==> src/rtl/bpec_sqrt.sv <==
`timescale 1ns / 1ps

// Pipelined restoring square root: one root bit per stage.
module bpec_sqrt #(
  parameter int ROOT_W = 33,
  parameter int SIDE_W = 1
) (
  input  logic                  clk_i,
  input  logic                  rst_ni,
  input  logic                  in_valid_i,
  output logic                  in_ready_o,
  input  logic [2*ROOT_W-1:0]   rad_i,
  input  logic [SIDE_W-1:0]     side_i,
  output logic                  out_valid_o,
  input  logic                  out_ready_i,
  output logic [ROOT_W-1:0]     root_o,
  output logic [SIDE_W-1:0]     side_o
);

  logic [ROOT_W-1:0]   vld_q;
  logic [ROOT_W:0]     adv;
  logic [ROOT_W+1:0]   rem_q  [ROOT_W];
  logic [ROOT_W-1:0]   root_q [ROOT_W];
  logic [2*ROOT_W-1:0] rad_q  [ROOT_W];
  logic [SIDE_W-1:0]   side_q [ROOT_W];

  assign adv[ROOT_W] = out_ready_i;

  for (genvar i = 0; i < ROOT_W; i++) begin : g_stage
    logic [ROOT_W+1:0]   rem_p, rem_sh, trial, rem_d;
    logic [ROOT_W-1:0]   root_p, root_d;
    logic [2*ROOT_W-1:0] rad_p;
    logic [SIDE_W-1:0]   side_p;
    logic                vld_p;

    if (i == 0) begin : g_first
      assign rem_p  = '0;
      assign root_p = '0;
      assign rad_p  = rad_i;
      assign side_p = side_i;
      assign vld_p  = in_valid_i;
    end else begin : g_next
      assign rem_p  = rem_q[i-1];
      assign root_p = root_q[i-1];
      assign rad_p  = rad_q[i-1];
      assign side_p = side_q[i-1];
      assign vld_p  = vld_q[i-1];
    end

    // The partial remainder never exceeds twice the partial root, so its top
    // two bits are zero before the shift.
    assign rem_sh = {rem_p[ROOT_W-1:0], rad_p[2*ROOT_W-1 -: 2]};
    assign trial  = {root_p, 2'b01};

    always_comb begin
      if (rem_sh >= trial) begin
        rem_d  = rem_sh - trial;
        root_d = {root_p[ROOT_W-2:0], 1'b1};
      end else begin
        rem_d  = rem_sh;
        root_d = {root_p[ROOT_W-2:0], 1'b0};
      end
    end

    assign adv[i] = !vld_q[i] || adv[i+1];

    always_ff @(posedge clk_i or negedge rst_ni) begin
      if (!rst_ni) begin
        vld_q[i] <= 1'b0;
      end else if (adv[i]) begin
        vld_q[i] <= vld_p;
      end
    end

    always_ff @(posedge clk_i) begin
      if (adv[i]) begin
        rem_q[i]  <= rem_d;
        root_q[i] <= root_d;
        rad_q[i]  <= {rad_p[2*ROOT_W-3:0], 2'b00};
        side_q[i] <= side_p;
      end
    end
  end

  assign in_ready_o  = adv[0];
  assign out_valid_o = vld_q[ROOT_W-1];
  assign root_o      = root_q[ROOT_W-1];
  assign side_o      = side_q[ROOT_W-1];

endmodule

==> config.mk <==
export PLATFORM = sky130hd
export DESIGN_NAME = bpec_sqrt
export DESIGN_NICKNAME = d
export VERILOG_FILES = /design/src/rtl/bpec_sqrt.sv
export SDC_FILE = /design/constraint.sdc
export NUM_CORES = 2
export LEC_CHECK = 0
export BUFFER_PORTS_ARGS = -buffer_cell sky130_fd_sc_hd__buf_2
export CAP_MARGIN = 0
export CORE_MARGIN = 3
export CORE_UTILIZATION = 57
export DETAILED_ROUTE_END_ITERATION = 12
export GPL_TIMING_DRIVEN = 1
export PLACE_DENSITY = 0.83
export SLEW_MARGIN = 0
export SYNTH_ARGS = -nofsm -noshare
export SYNTH_HDL_FRONTEND = slang
export SYNTH_MEMORY_MAX_BITS = 65536
export SYNTH_SLANG_ARGS = --single-unit
==> constraint.sdc <==
create_clock -name clk_i -period 9.86 [get_ports clk_i]
set_input_delay 0.493 -clock clk_i [delete_from_list [all_inputs] [get_ports clk_i]]
set_output_delay 0.493 -clock clk_i [all_outputs]
set_load 0.005 [all_outputs]
==> impl_metrics.ini <==
[run_status]
status = completed

[detailed_routing]
drc = 0
drtPass1Iterations = 6
drt_iter0_markers = 6402
wire_per_inst_um = 20.3
ant_nets = 0
via_per_inst = 5.86
vias = 75000
wirelength_um = 260000

[global_route]
grt-ovfl-total = 0
grt_pass1_vias = 74600
antenna_found_initial = 9
grt_max_degree = 92
track_usage = 0.231
grt_pass1_wl_um = 407000

[die]
fp.coreArea_sq_um = 215000
ioPinCount = 107
start_util = 0.573
fp-row-count = 170
dieWidth_um = 471
dieArea_sq_um = 222000
die_h_um = 471

[sta]
maxSlewHeadroom = 0.138
timing.final.hold_violations = 0
period_share = 0.629
finalCriticalPeriod_ps = 6200
tightestPinTransition_ps = 1280
setup_tns_ps = 0
grt_setup_unrepaired = no
fmaxAchievable_ghz = 0.161
finalSetupViolations = 0
skew_ps = 60.4
slew_viol_final = 0

[clocking]
cts.sinks = 2690
clockBufferDepth = 4
cts.repair.resized = 0
ctsRootBufferMaster = clkbuf_16
cts_tree = yes
clock_latency_ps = 930
clk_pin_slew_ps = 70
numCtsBuffers = 289
htreeDepth = 5

[layout]
mostFrequentLayoutCells = 2657 x edfxtp_1, 741 x inv_1, 640 x nand2_1, 595 x ha_1, 583 x nor2_1
syn2layout_area_growth_pct = 11.1
fillCellCount = 15100
nets = 10400
layout_commonest_cell = edfxtp_1
design_area_sq_um = 137000
drive_gt1_frac = 0.0774

[yosys]
ys_seq_elements = 2690
yosysSeqAreaShare = 0.654
synth_edf_count = 2657
avgSynthCellArea_sq_um = 13.1
synth_flop_cell = edfxtp_1
synth_fp_nets = 10100
synth_top_area_frac = 0.648
synthTopCellsByArea = edfxtp_1 65%, ha_1 6.0%, xnor2_1 3.1%, xor2_1 2.8%, inv_1 2.3%
yosysWarningCount = 0
async_flop_share = 0.0123
synthCells = 9386
synth_area_sq_um = 123000
ys_types = 102
yosysTopAreaCell = edfxtp_1

[setup_path]
cp.required_ps = 9370
max_stage_delay_ps = 820
cp-end-kind = output port
critPathArrivalTime_ps = 5710
start_kind = flop
crit_chain = and4_1 -> nor4b_1 -> and4_1 -> and2_1 -> nand2_4 -> nor2_1 -> nand3_4 -> nor2_1 -> nand4_1 -> buf_2
path_max_fanout = 37
slowest_stage = nor2_1
worstSetupPathType = reg2out

[pwr]
leakagePower_nw = 55.8
powerDensity_nw_per_um2 = 232
vdd_drop_max_mv = 0.335

[hold_path]
worstHoldPathType = in2async

[placed_design]
hpwl_um = 183000
gp_congestion = 0.942
portBuffers = 106
dpl-instance-area_sq_um = 127000

[run]
drv_cap = 0
registers in the layout (all words and copies together), names as in the netlist:
name	flops
root_q	561
side_q	33
g_stage.vld_p	32
rad_q	1056
out_valid_o	1
rem_q	1007
logic make-up (layout without fill, tap and decap cells):
group	Yosys count	in the layout	synth area share
flops	2690	2690	0.654
fa+ha+maj	595	595	0.0604
other cells	1	6	0.0000304
xor+xnor	826	826	0.0587
compound gates	1797	1797	0.0900
buf+inv	906	1474	0.0282
simple gates	2494	2494	0.101
mux	77	77	0.00698
routing by layer:
layer,vias up,track usage,routed length (um),share of wire
met2,2507,0.415,133000,0.51
li1,35400,-,-,-
met3,578,0.0306,13500,0.052
met1,36500,0.285,104000,0.40
met5,-,0,7,0.000027
met4,2,0.0841,9650,0.037
where the power goes:
part | switching, mW | total, mW | internal (mW)
logic | 2.89 | 5.00 | 2.12
registers | 1.50 | 16.4 | 14.9
clock network | 4.25 | 10.3 | 6.04
total | 8.64 | 31.7 | 23.1
synthesized netlist by cell type (all sizes together), types with 18 or more instances:
library cell  instances
edfxtp             2657
inv                 756
nand2               653
ha                  595
nor2                586
o21ai               526
a21oi               516
xnor2               431
xor2                395
nor3                236
a21o                203
nand3               159
nand2b              150
o21a                123
nor4                122
clkbuf              110
nand4               100
or3                  89
nor2b                85
mux2                 71
o31ai                67
or2                  63
or4                  55
and3                 53
a31oi                50
a211oi               48
o21bai               42
buf                  38
dfrtp                33
o211ai               33
and2                 31
nand3b               31
a21boi               29
nor3b                18
nor4b                18
area by class of cell:
| class | instances | area (sq um) | share of cell area |
|---|---|---|---|
| diodes | 5 | 12.5 | 0.0000914 |
| clock buffers | 353 | 7680 | 0.0561 |
| clock inverters | 134 | 1180 | 0.00859 |
| inverters | 758 | 2850 | 0.0208 |
| multi-input cells | 5790 | 39300 | 0.288 |
| flip-flops and latches | 2690 | 80600 | 0.589 |
| well taps | 2838 | 3550 | 0.0259 |
| repair buffers | 229 | 1630 | 0.0119 |
critical path, delay by kind of cell, from the launching register on:
family,cells,cell delay [ps]
buf+inv,1,200
simple gates,9,4070
flops,1,490
final timing paths:
kind | start | end | slack (ps) | cells after the start
worst min-delay path | rst_ni | g_stage[2].vld_p | 270 | 2
worst max-delay path | g_stage[21].vld_p | in_ready_o | 3660 | 10
min in group clk_i | rad_i[9] | rad_q[0][9] | 270 | 2
worst max register to register | g_stage[21].vld_p | rad_q[0][184] | 4070 | 10
worst min register to register | rad_q[0][1004] | rad_q[0][1070] | 400 | 0
max in group asynchronous | rst_ni | g_stage[27].vld_p | 8910 | 2
through the flow:
step / util / total power [mW] / worst slack, ps / instances / hold WS, ps
finish: 0.637 / 31.7 / 3660 / 12800 / 271
global route: 0.637 / 33.1 / 3310 / 12800 / 231
CTS: 0.637 / 31.9 / 3620 / 12800 / 207
detailed placement: 0.593 / 21.5 / 4140 / 12200 / 405
global placement: 0.593 / 21.2 / 4420 / 12200 / 400
floorplan: - / 19.7 / 55.9 / 9386 / 197
timing repair:
item / in CTS / in global routing
endpoints found under the hold margin: 102 / 0
hold buffers: 70 / 0
setup buffers: 0 / 0
(Power assumes the default switching activity.)
